File: config.mk
export PLATFORM = sky130hd
export DESIGN_NAME = multiset_count_table_flat
export DESIGN_NICKNAME = d
export VERILOG_FILES = /design/src/rtl/mct_pkg.sv /design/src/rtl/mct_if.sv /design/src/rtl/mct_ctrl.sv /design/src/rtl/mct_dpath.sv /design/src/rtl/multiset_count_table.sv /design/src/flat_wrapper.sv
export VERILOG_INCLUDE_DIRS = /design/src /design/src/rtl
export SDC_FILE = /design/constraint.sdc
export NUM_CORES = 2
export LEC_CHECK = 0
export BUFFER_PORTS_ARGS = -buffer_cell sky130_fd_sc_hd__buf_4
export CAP_MARGIN = 20
export CORE_ASPECT_RATIO = 1.75
export CORE_MARGIN = 3
export CORE_UTILIZATION = 30
export DETAILED_ROUTE_END_ITERATION = 10
export GPL_TIMING_DRIVEN = 0
export PLACE_DENSITY_LB_ADDON = 0.2
export SKIP_LAST_GASP = 1
export SYNTH_ARGS = -nofsm -noshare
export SYNTH_HDL_FRONTEND = slang
export SYNTH_HIERARCHICAL = 1
export SYNTH_SLANG_ARGS = --single-unit
export TNS_END_PERCENT = 1
File: constraint.sdc
create_clock -name clk -period 9.1 [get_ports clk]
set_input_delay 2.275 -clock clk [delete_from_list [all_inputs] [get_ports clk]]
set_output_delay 2.275 -clock clk [all_outputs]
set_load 0.02 [all_outputs]
File: src/rtl/assert_macros.svh
// Assertion macros shared by the counting multiset table RTL.
`ifndef ASSERT_MACROS_SVH
`define ASSERT_MACROS_SVH
`ifndef NO_ASSERTIONS
// Property must hold at every clock edge outside reset.
`define ASSERT_PROP(lbl, clk, rst_n, prop) \
    lbl: assert property (@(posedge clk) disable iff (!rst_n) prop) \
        else $error("property violated");
// Condition must never be true outside reset.
`define ASSERT_NEVER(lbl, clk, rst_n, expr) \
    lbl: assert property (@(posedge clk) disable iff (!rst_n) !(expr)) \
        else $error("forbidden condition seen");
`else
`define ASSERT_PROP(lbl, clk, rst_n, prop)
`define ASSERT_NEVER(lbl, clk, rst_n, expr)
`endif
`endif

File: src/rtl/mct_pkg.sv
// Package: types, codes and default sizes of the counting multiset table.
package mct_pkg;

    localparam int TABLE_ENTRIES_DEF = 64;
    localparam int COUNT_BITS_DEF    = 16;
    localparam int KIND_W            = 2;
    localparam int KEY_W             = 32;
    localparam int KEY_COUNT_W       = 16;
    localparam int STATUS_W          = 2;

    typedef enum logic [KIND_W-1:0] {
        KIND_INSERT = 2'd0,
        KIND_QUERY  = 2'd1,
        KIND_DELETE = 2'd2
    } kind_t;

    typedef enum logic [STATUS_W-1:0] {
        STATUS_OK     = 2'd0,
        STATUS_FULL   = 2'd1,
        STATUS_ABSENT = 2'd2,
        STATUS_SAT    = 2'd3
    } status_t;

    typedef enum logic [1:0] {
        ST_IDLE,
        ST_MATCH,
        ST_LOOK,
        ST_UPDATE
    } state_t;

    typedef struct packed {
        logic load;
        logic match;
        logic look;
        logic update;
    } mct_cmd_t;

    typedef struct packed {
        logic out_free;
    } mct_sts_t;

endpackage

File: src/rtl/mct_if.sv
// Valid/ready channel interfaces for operation requests and results.
interface mct_in_if
    import mct_pkg::*;
();
    logic                    valid;
    logic                    ready;
    logic [KIND_W-1:0]       kind;
    logic signed [KEY_W-1:0] key;

    modport source (output valid, output kind, output key, input ready);
    modport sink   (input valid, input kind, input key, output ready);
endinterface

interface mct_out_if
    import mct_pkg::*;
();
    logic                   valid;
    logic                   ready;
    logic [KEY_COUNT_W-1:0] key_count;
    logic [STATUS_W-1:0]    status;

    modport source (output valid, output key_count, output status, input ready);
    modport sink   (input valid, input key_count, input status, output ready);
endinterface

File: src/rtl/mct_ctrl.sv
// Controller: sequences load, key match, lookup and update for each transaction.
`include "assert_macros.svh"
module mct_ctrl
    import mct_pkg::*;
(
    input  logic     clk,
    input  logic     rst_n,
    input  logic     in_valid,
    output logic     in_ready,
    input  mct_sts_t sts,
    output mct_cmd_t cmd
);

    state_t state_reg;
    state_t state_next;

    always_ff @(posedge clk or negedge rst_n)
    begin
        if (!rst_n)
        begin
            state_reg <= ST_IDLE;
        end
        else
        begin
            state_reg <= state_next;
        end
    end

    always_comb
    begin
        state_next = state_reg;
        case (state_reg)
            ST_IDLE:
            begin
                if (in_valid)
                begin
                    state_next = ST_MATCH;
                end
            end
            ST_MATCH:  state_next = ST_LOOK;
            ST_LOOK:   state_next = ST_UPDATE;
            ST_UPDATE:
            begin
                // hold until the result register can take the new result
                if (sts.out_free)
                begin
                    state_next = ST_IDLE;
                end
            end
            default:   state_next = ST_IDLE;
        endcase
    end

    always_comb
    begin
        cmd      = '0;
        in_ready = 1'b0;
        case (state_reg)
            ST_IDLE:
            begin
                in_ready = 1'b1;
                cmd.load = in_valid;
            end
            ST_MATCH:  cmd.match = 1'b1;
            ST_LOOK:   cmd.look = 1'b1;
            ST_UPDATE: cmd.update = sts.out_free;
            default:
            begin
                cmd      = '0;
                in_ready = 1'b0;
            end
        endcase
    end

    `ASSERT_PROP(a_update_returns_idle, clk, rst_n, cmd.update |=> state_reg == ST_IDLE)
    `ASSERT_NEVER(a_ready_only_idle, clk, rst_n, in_ready && state_reg != ST_IDLE)
    `ASSERT_PROP(a_load_goes_match, clk, rst_n, cmd.load |=> state_reg == ST_MATCH)

endmodule

File: src/rtl/mct_dpath.sv
// Datapath: key table, valid bits, count memory, update logic and result register.
`include "assert_macros.svh"
module mct_dpath
    import mct_pkg::*;
#(
    parameter int TABLE_ENTRIES = TABLE_ENTRIES_DEF,
    parameter int COUNT_BITS    = COUNT_BITS_DEF
)
(
    input  logic                    clk,
    input  logic                    rst_n,
    input  mct_cmd_t                cmd,
    output mct_sts_t                sts,
    input  logic [KIND_W-1:0]       in_kind,
    input  logic signed [KEY_W-1:0] in_key,
    output logic                    out_valid,
    input  logic                    out_ready,
    output logic [KEY_COUNT_W-1:0]  out_key_count,
    output logic [STATUS_W-1:0]     out_status
);

    localparam int IDX_W = $clog2(TABLE_ENTRIES);
    localparam logic [COUNT_BITS-1:0] COUNT_MAX = '1;

    // Lowest set bit of a vector; zero when none is set.
    function automatic logic [IDX_W-1:0] lowest(input logic [TABLE_ENTRIES-1:0] v);
        logic [IDX_W-1:0] idx;
        idx = '0;
        for (int i = TABLE_ENTRIES - 1; i >= 0; i--)
        begin
            if (v[i])
            begin
                idx = IDX_W'(i);
            end
        end
        return idx;
    endfunction

    logic [KIND_W-1:0]        kind_reg;
    logic [KEY_W-1:0]         key_reg;
    logic [KEY_W-1:0]         key_mem [TABLE_ENTRIES];
    logic [COUNT_BITS-1:0]    cnt_mem [TABLE_ENTRIES];
    logic [TABLE_ENTRIES-1:0] valid_reg;
    logic [TABLE_ENTRIES-1:0] valid_next;
    logic [TABLE_ENTRIES-1:0] match_reg;
    logic [TABLE_ENTRIES-1:0] match_vec;
    logic                     hit_reg;
    logic [IDX_W-1:0]         hit_idx_reg;
    logic [IDX_W-1:0]         hit_idx;
    logic                     free_any_reg;
    logic [IDX_W-1:0]         free_idx_reg;
    logic [COUNT_BITS-1:0]    rd_cnt_reg;
    logic                     out_valid_reg;
    logic                     out_valid_next;
    logic [KEY_COUNT_W-1:0]   out_count_reg;
    logic [STATUS_W-1:0]      out_status_reg;

    // update results
    logic                     cnt_wr_en;
    logic [IDX_W-1:0]         cnt_wr_idx;
    logic [COUNT_BITS-1:0]    cnt_wr_data;
    logic                     key_wr_en;
    logic                     clr_valid;
    logic [COUNT_BITS-1:0]    res_count;
    status_t                  res_status;

    always_comb
    begin
        for (int i = 0; i < TABLE_ENTRIES; i++)
        begin
            match_vec[i] = valid_reg[i] && (key_mem[i] == key_reg);
        end
    end

    assign hit_idx = lowest(match_reg);

    always_comb
    begin
        cnt_wr_en   = 1'b0;
        cnt_wr_idx  = hit_idx_reg;
        cnt_wr_data = rd_cnt_reg;
        key_wr_en   = 1'b0;
        clr_valid   = 1'b0;
        res_count   = '0;
        res_status  = STATUS_OK;
        case (kind_reg)
            KIND_INSERT:
            begin
                if (hit_reg)
                begin
                    if (rd_cnt_reg == COUNT_MAX)
                    begin
                        res_status = STATUS_SAT;
                        res_count  = rd_cnt_reg;
                    end
                    else
                    begin
                        cnt_wr_en   = 1'b1;
                        cnt_wr_data = rd_cnt_reg + COUNT_BITS'(1);
                        res_count   = cnt_wr_data;
                    end
                end
                else if (free_any_reg)
                begin
                    // take the lowest free entry with a count of one
                    cnt_wr_en   = 1'b1;
                    cnt_wr_idx  = free_idx_reg;
                    cnt_wr_data = COUNT_BITS'(1);
                    key_wr_en   = 1'b1;
                    res_count   = COUNT_BITS'(1);
                end
                else
                begin
                    res_status = STATUS_FULL;
                end
            end
            KIND_DELETE:
            begin
                if (!hit_reg)
                begin
                    res_status = STATUS_ABSENT;
                end
                else if (rd_cnt_reg <= COUNT_BITS'(1))
                begin
                    clr_valid = 1'b1;
                end
                else
                begin
                    cnt_wr_en   = 1'b1;
                    cnt_wr_data = rd_cnt_reg - COUNT_BITS'(1);
                    res_count   = cnt_wr_data;
                end
            end
            default:
            begin
                // count query; the unused code behaves the same
                if (hit_reg)
                begin
                    res_count = rd_cnt_reg;
                end
            end
        endcase
    end

    always_comb
    begin
        valid_next = valid_reg;
        if (cmd.update && key_wr_en)
        begin
            valid_next[free_idx_reg] = 1'b1;
        end
        if (cmd.update && clr_valid)
        begin
            valid_next[hit_idx_reg] = 1'b0;
        end
    end

    always_comb
    begin
        out_valid_next = out_valid_reg;
        if (cmd.update)
        begin
            out_valid_next = 1'b1;
        end
        else if (out_ready)
        begin
            out_valid_next = 1'b0;
        end
    end

    always_ff @(posedge clk or negedge rst_n)
    begin
        if (!rst_n)
        begin
            valid_reg     <= '0;
            out_valid_reg <= 1'b0;
        end
        else
        begin
            valid_reg     <= valid_next;
            out_valid_reg <= out_valid_next;
        end
    end

    always_ff @(posedge clk)
    begin
        if (cmd.load)
        begin
            kind_reg <= in_kind;
            key_reg  <= in_key;
        end
        if (cmd.match)
        begin
            match_reg <= match_vec;
        end
        if (cmd.look)
        begin
            hit_reg      <= |match_reg;
            hit_idx_reg  <= hit_idx;
            free_any_reg <= !(&valid_reg);
            free_idx_reg <= lowest(~valid_reg);
            rd_cnt_reg   <= cnt_mem[hit_idx];
        end
        if (cmd.update && cnt_wr_en)
        begin
            cnt_mem[cnt_wr_idx] <= cnt_wr_data;
        end
        if (cmd.update && key_wr_en)
        begin
            key_mem[free_idx_reg] <= key_reg;
        end
        if (cmd.update)
        begin
            out_count_reg  <= KEY_COUNT_W'(res_count);
            out_status_reg <= res_status;
        end
    end

    assign sts.out_free  = !out_valid_reg || out_ready;
    assign out_valid     = out_valid_reg;
    assign out_key_count = out_count_reg;
    assign out_status    = out_status_reg;

    `ASSERT_PROP(a_keys_unique, clk, rst_n, cmd.look |-> $onehot0(match_reg))
    `ASSERT_NEVER(a_new_key_free_slot, clk, rst_n, cmd.update && key_wr_en && valid_reg[free_idx_reg])
    `ASSERT_PROP(a_result_posted, clk, rst_n, cmd.update |=> out_valid_reg)

endmodule

File: src/rtl/multiset_count_table.sv
// Top level of the counting multiset table: controller plus datapath.
//
//  channel  | dir | payload                     | transfer
//  ---------+-----+-----------------------------+----------------------
//  in_ch    | in  | kind[1:0], key[31:0] signed | valid && ready
//  out_ch   | out | key_count[15:0], status[1:0]| valid && ready
//
// Each transaction passes through these steps in order: capture at acceptance, parallel key
// compare over all entries, hit/free encode with count memory read, update. The update
// loads the result register, which drives out_ch.
// The controller handles one transaction at a time; the next is accepted the
// cycle after the update, while the previous result may still wait in out_ch.
// A stalled out_ch holds the update until its result register frees up.
// Reset clears all valid bits at once, so the table is empty with no sweep.
module multiset_count_table
    import mct_pkg::*;
#(
    parameter int TABLE_ENTRIES = TABLE_ENTRIES_DEF,
    parameter int COUNT_BITS    = COUNT_BITS_DEF
)
(
    input  logic     clk,
    input  logic     rst_n,
    mct_in_if.sink   in_ch,
    mct_out_if.source out_ch
);

    mct_cmd_t cmd;
    mct_sts_t sts;

    mct_ctrl u_ctrl (
        .clk      (clk),
        .rst_n    (rst_n),
        .in_valid (in_ch.valid),
        .in_ready (in_ch.ready),
        .sts      (sts),
        .cmd      (cmd)
    );

    mct_dpath #(
        .TABLE_ENTRIES (TABLE_ENTRIES),
        .COUNT_BITS    (COUNT_BITS)
    ) u_dpath (
        .clk           (clk),
        .rst_n         (rst_n),
        .cmd           (cmd),
        .sts           (sts),
        .in_kind       (in_ch.kind),
        .in_key        (in_ch.key),
        .out_valid     (out_ch.valid),
        .out_ready     (out_ch.ready),
        .out_key_count (out_ch.key_count),
        .out_status    (out_ch.status)
    );

endmodule
File: src/flat_wrapper.sv
// flat-port wrapper written by rule: the top's interface ports become plain ports
module multiset_count_table_flat import mct_pkg::*;
#(
    parameter int TABLE_ENTRIES = TABLE_ENTRIES_DEF,
    parameter int COUNT_BITS    = COUNT_BITS_DEF
)
  (clk, rst_n, in_ch_valid, in_ch_kind, in_ch_key, in_ch_ready, out_ch_valid, out_ch_key_count, out_ch_status, out_ch_ready);
  mct_in_if in_ch_i ();
  mct_out_if out_ch_i ();
  input  logic clk;
  input  logic rst_n;
  input wire logic [$bits(in_ch_i.valid)-1:0] in_ch_valid;
  input wire logic [$bits(in_ch_i.kind)-1:0] in_ch_kind;
  input wire logic [$bits(in_ch_i.key)-1:0] in_ch_key;
  output wire logic [$bits(in_ch_i.ready)-1:0] in_ch_ready;
  output wire logic [$bits(out_ch_i.valid)-1:0] out_ch_valid;
  output wire logic [$bits(out_ch_i.key_count)-1:0] out_ch_key_count;
  output wire logic [$bits(out_ch_i.status)-1:0] out_ch_status;
  input wire logic [$bits(out_ch_i.ready)-1:0] out_ch_ready;
  assign in_ch_i.valid = in_ch_valid;
  assign in_ch_i.kind = in_ch_kind;
  assign in_ch_i.key = in_ch_key;
  assign in_ch_ready = in_ch_i.ready;
  assign out_ch_valid = out_ch_i.valid;
  assign out_ch_key_count = out_ch_i.key_count;
  assign out_ch_status = out_ch_i.status;
  assign out_ch_i.ready = out_ch_ready;
  multiset_count_table #(.TABLE_ENTRIES(TABLE_ENTRIES), .COUNT_BITS(COUNT_BITS)) u_core (.clk(clk), .rst_n(rst_n), .in_ch(in_ch_i), .out_ch(out_ch_i));
endmodule
==> run_results.csv <==
group,metric,value,unit
route,wl_per_cell,38.07,um
finish,drive_gt1_frac,0.1460,
synthesis,synth_top_cell_by_area,"edfxtp_1",
global_route,grt_pass1_vias,83320,
route,num_vias,84610,
global_route,antenna_found_initial,54,
clock_tree,clock_tree.root_cell,"clkbuf_16",
power,clockPowerShare,0.318,
floorplan,ios,58,
worst_setup_path,crit_type,"reg2reg",
synthesis,yosys.area.top_type_share,0.7174,
route,drt-initial-drc-count,9458,
route,vias_per_cell,5.339,
worst_setup_path,endpoint_kind,"register",
worst_setup_path,worstSetupStartpointType,"register",
finish,largest_reg_flops,2048,
clock_tree,postCtsHoldBufs,0,
finish,regMostFlops,"u_core/u_dpath/key_mem",
finish,layout.cells.non_filler,15850,
finish,syn_to_final_growth,22.17,%
synthesis,ys_warn_count,6,
sta,post-route-min-period,6.196,ns
worst_setup_path,crit_path_start,"u_core/u_dpath/key_reg[24]",
worst_setup_path,critPathMaxFanout,13,
sta,grt_setup_unrepaired,"false",
finish,nets,9716,
worst_setup_path,crit_required,9.66,ns
power,power_switching_share,0.3318,
sta,fin_skew,0.1006,ns
placed_design,io_buffer_count,57,
placed_design,gp_congestion,0.9483,
finish,fin_util,0.3690,
global_route,grt_max_degree,68,
worst_setup_path,regToRegStartpoint,"u_core/u_dpath/key_reg[24]",
synthesis,ys_ff_latch,3285,
floorplan,core_area,445900,um^2
route,wl,603400,um
sta,setup_viol,0,
clock_tree,cts_sinks,3285,
floorplan,die_area,457400,um^2
sta,slew_headroom,0.06152,
synthesis,ys_dominant_reg_cell,"edfxtp_1",
route,ant_nets,0,
global_route,track_usage,0.2572,
power,power_leakage,51.34,nW
sta,slew_viol_final,0,
power,ir_drop,0.0002139,V
synthesis,synth_fp_nets,8839,
synthesis,syn_inst,8792,
floorplan,die_y,892.4,um
synthesis,synth.top_cells.by_count,"edfxtp_1 (3218), xnor2_1 (1767), nand2_1 (562)",
clock_tree,cts.repair.resized,0,
sta,max_freq,0.1614,GHz
sta,timing.final.crit_share,0.6809,
synthesis,synthArstFlopShare,0.02040,
hold_path,min-delay-start,"u_core/u_ctrl/state_reg[1]",
flow_run,drv_cap,0,
synthesis,synth_most_common_cell,"edfxtp_1",
power,seq_power_share,0.431,
power,powerDensity,260.5,nW/um^2
finish,reg_top3,"u_core/u_dpath/key_mem: 2048 flops, u_core/u_dpath/cnt_mem: 1024 flops",
floorplan,start_util,0.3021,
clock_tree,clk_pin_slew,0.07,ns
global_route,grt_first_pass_wirelength,785400,um
synthesis,syn_area,134700,um^2
clock_tree,cts_setup_buffers,0,
route,dr.pass1.iters,7,
clock_tree,cts.htree.levels,5,
synthesis,avgSynthCellArea,15.32,um^2
synthesis,ys_top_cells_by_area,"edfxtp_1 (72%), xnor2_1 (11%), nand4_1 (2.2%)",
synthesis,yosysSeqAreaShare,0.7299,
status,status,"completed",
floorplan,num_rows,324,
placed_design,dp.cells,15200,
clock_tree,cts_tree,"built",
placed_design,dpl.hpwl,455900,um
power,comb_power_share,0.250,
power,intPower,28.64,mW
clock_tree,cts_buffer_depth,4,
hold_path,hp-class,"reg2reg",
power,power_switching,14.22,mW
global_route,grt_overflow_total,0,
clock_tree,cts_buffers,334,
clock_tree,clock_latency,0.96,ns
sta,hold_viol,0,
route,drc,0,
synthesis,ys_types,83,
floorplan,fp.dieW,512.5,um
worst_setup_path,arrival,6.76,ns
synthesis,synth_edf_count,3218,
sta,worst_pin_slew,1.408,ns
[cells by family (layout without fill, tap and decap cells)]
logic type                 Yosys count  count (layout)  synth area share
DFF                               3285            3285            0.7299
and+or+nand+nor                   2157            2157           0.07881
buffers and inverters              462            1593           0.01401
adders and majority gates            9               9         0.0008360
muxes                               97              97          0.007236
AOI/OAI and AO/OA                  738             738           0.03635
other                                0              58                 0
xor gates and xnor gates          2044            2044            0.1329
[power by group through the flow]
| stage | Sequential [mW] | Combinational [mW] | Clock, mW |
|---|---|---|---|
| floorplan | 18.8 | 4.13 | 0 |
| global placement | 20.1 | 8.22 | 0 |
| detailed placement | 18.8 | 10.7 | 0 |
| CTS | 18.5 | 10.7 | 13.8 |
| global route | 18.5 | 11.0 | 14.4 |
| finish | 18.5 | 10.7 | 13.6 |
[layout by cell type (no fill, tap or decap), drive strengths merged, types with 11 or more instances in the layout]
cell type,instances
edfxtp,3218
xnor2,1767
buf,705
clkbuf,670
nand2,564
nor2,519
nand4,483
xor2,277
nor4,274
a21oi,257
nand3,169
a211oi,139
clkinv,133
mux2i,94
dfrtp,67
o22ai,61
diode,58
inv,56
o21ai,54
nor3,46
a311oi,36
a31oi,29
a221oi,28
bufinv,23
a21o,21
nand2b,20
and4,17
and3,15
o221ai,13
a32o,13
or3,12
nor2b,11
a21boi,11
[worst paths after layout]
| path | cells after the start | endpoint | slack [ns] |
|---|---|---|---|
| setup / recovery | 12 | u_core/u_dpath/match_reg[20] | 2.90 |
| hold / removal | 1 | u_core/u_ctrl/state_reg[1] | 0.57 |
| setup reg to reg | 12 | u_core/u_dpath/match_reg[20] | 2.90 |
| hold reg to reg | 1 | u_core/u_ctrl/state_reg[1] | 0.57 |
| max in group asynchronous | 2 | u_core/u_ctrl/state_reg[1] | 7.14 |
| min in group asynchronous | 1 | u_core/u_dpath/valid_reg[53] | 1.21 |
[critical path, stage by stage, from the launching register on]
cell and delay [ns]:
edfxtp_1 0.88, buf_16 0.24, buf_16 0.17, buf_16 0.18, buf_16 0.17, clkbuf_2 0.75, clkbuf_2 0.43, buf_12 0.24
xnor2_1 0.14, nand4_1 0.12, nor4_1 1.07, nand4_1 0.39, nor4_1 0.88
[through the flow]
step	setup slack [ns]	hold WS [ns]	area, um^2	setup TNS [ns]	total power [mW]
after floorplan	3.710	0.5173	134700	0	22.88
after global placement	-2.866	0.5315	142500	-292.06	28.28
after detailed placement	3.043	0.5587	153900	0	29.50
after CTS	3.022	0.5712	164400	0	43.04
after global routing	3.006	0.5981	164500	0	43.85
final	2.904	0.5672	164600	0	42.86
[area by class of cell]
type                            instances  area, um^2
Sequential cell                      3285       98310
Tap cell                             5868        7342
Inverter                               47       176.4
Clock inverter                        171        1584
Timing Repair Buffer                  541       10660
Fill cell                           41910      281400
Multi-Input combinational cell       5045       35470
Buffer                                415        1969
Antenna cell                           58       145.1
Clock buffer                          419        8900
[routing by layer]
layer	up-vias	global-route usage	share of wire
met4	8	0.2238	0.11
li1	34710	-	-
met3	1399	0.03133	0.054
met5	-	0	0.000085
met1	44410	0.2595	0.32
met2	4088	0.4661	0.52
Note: power is estimated with default switching activity, not from simulation.
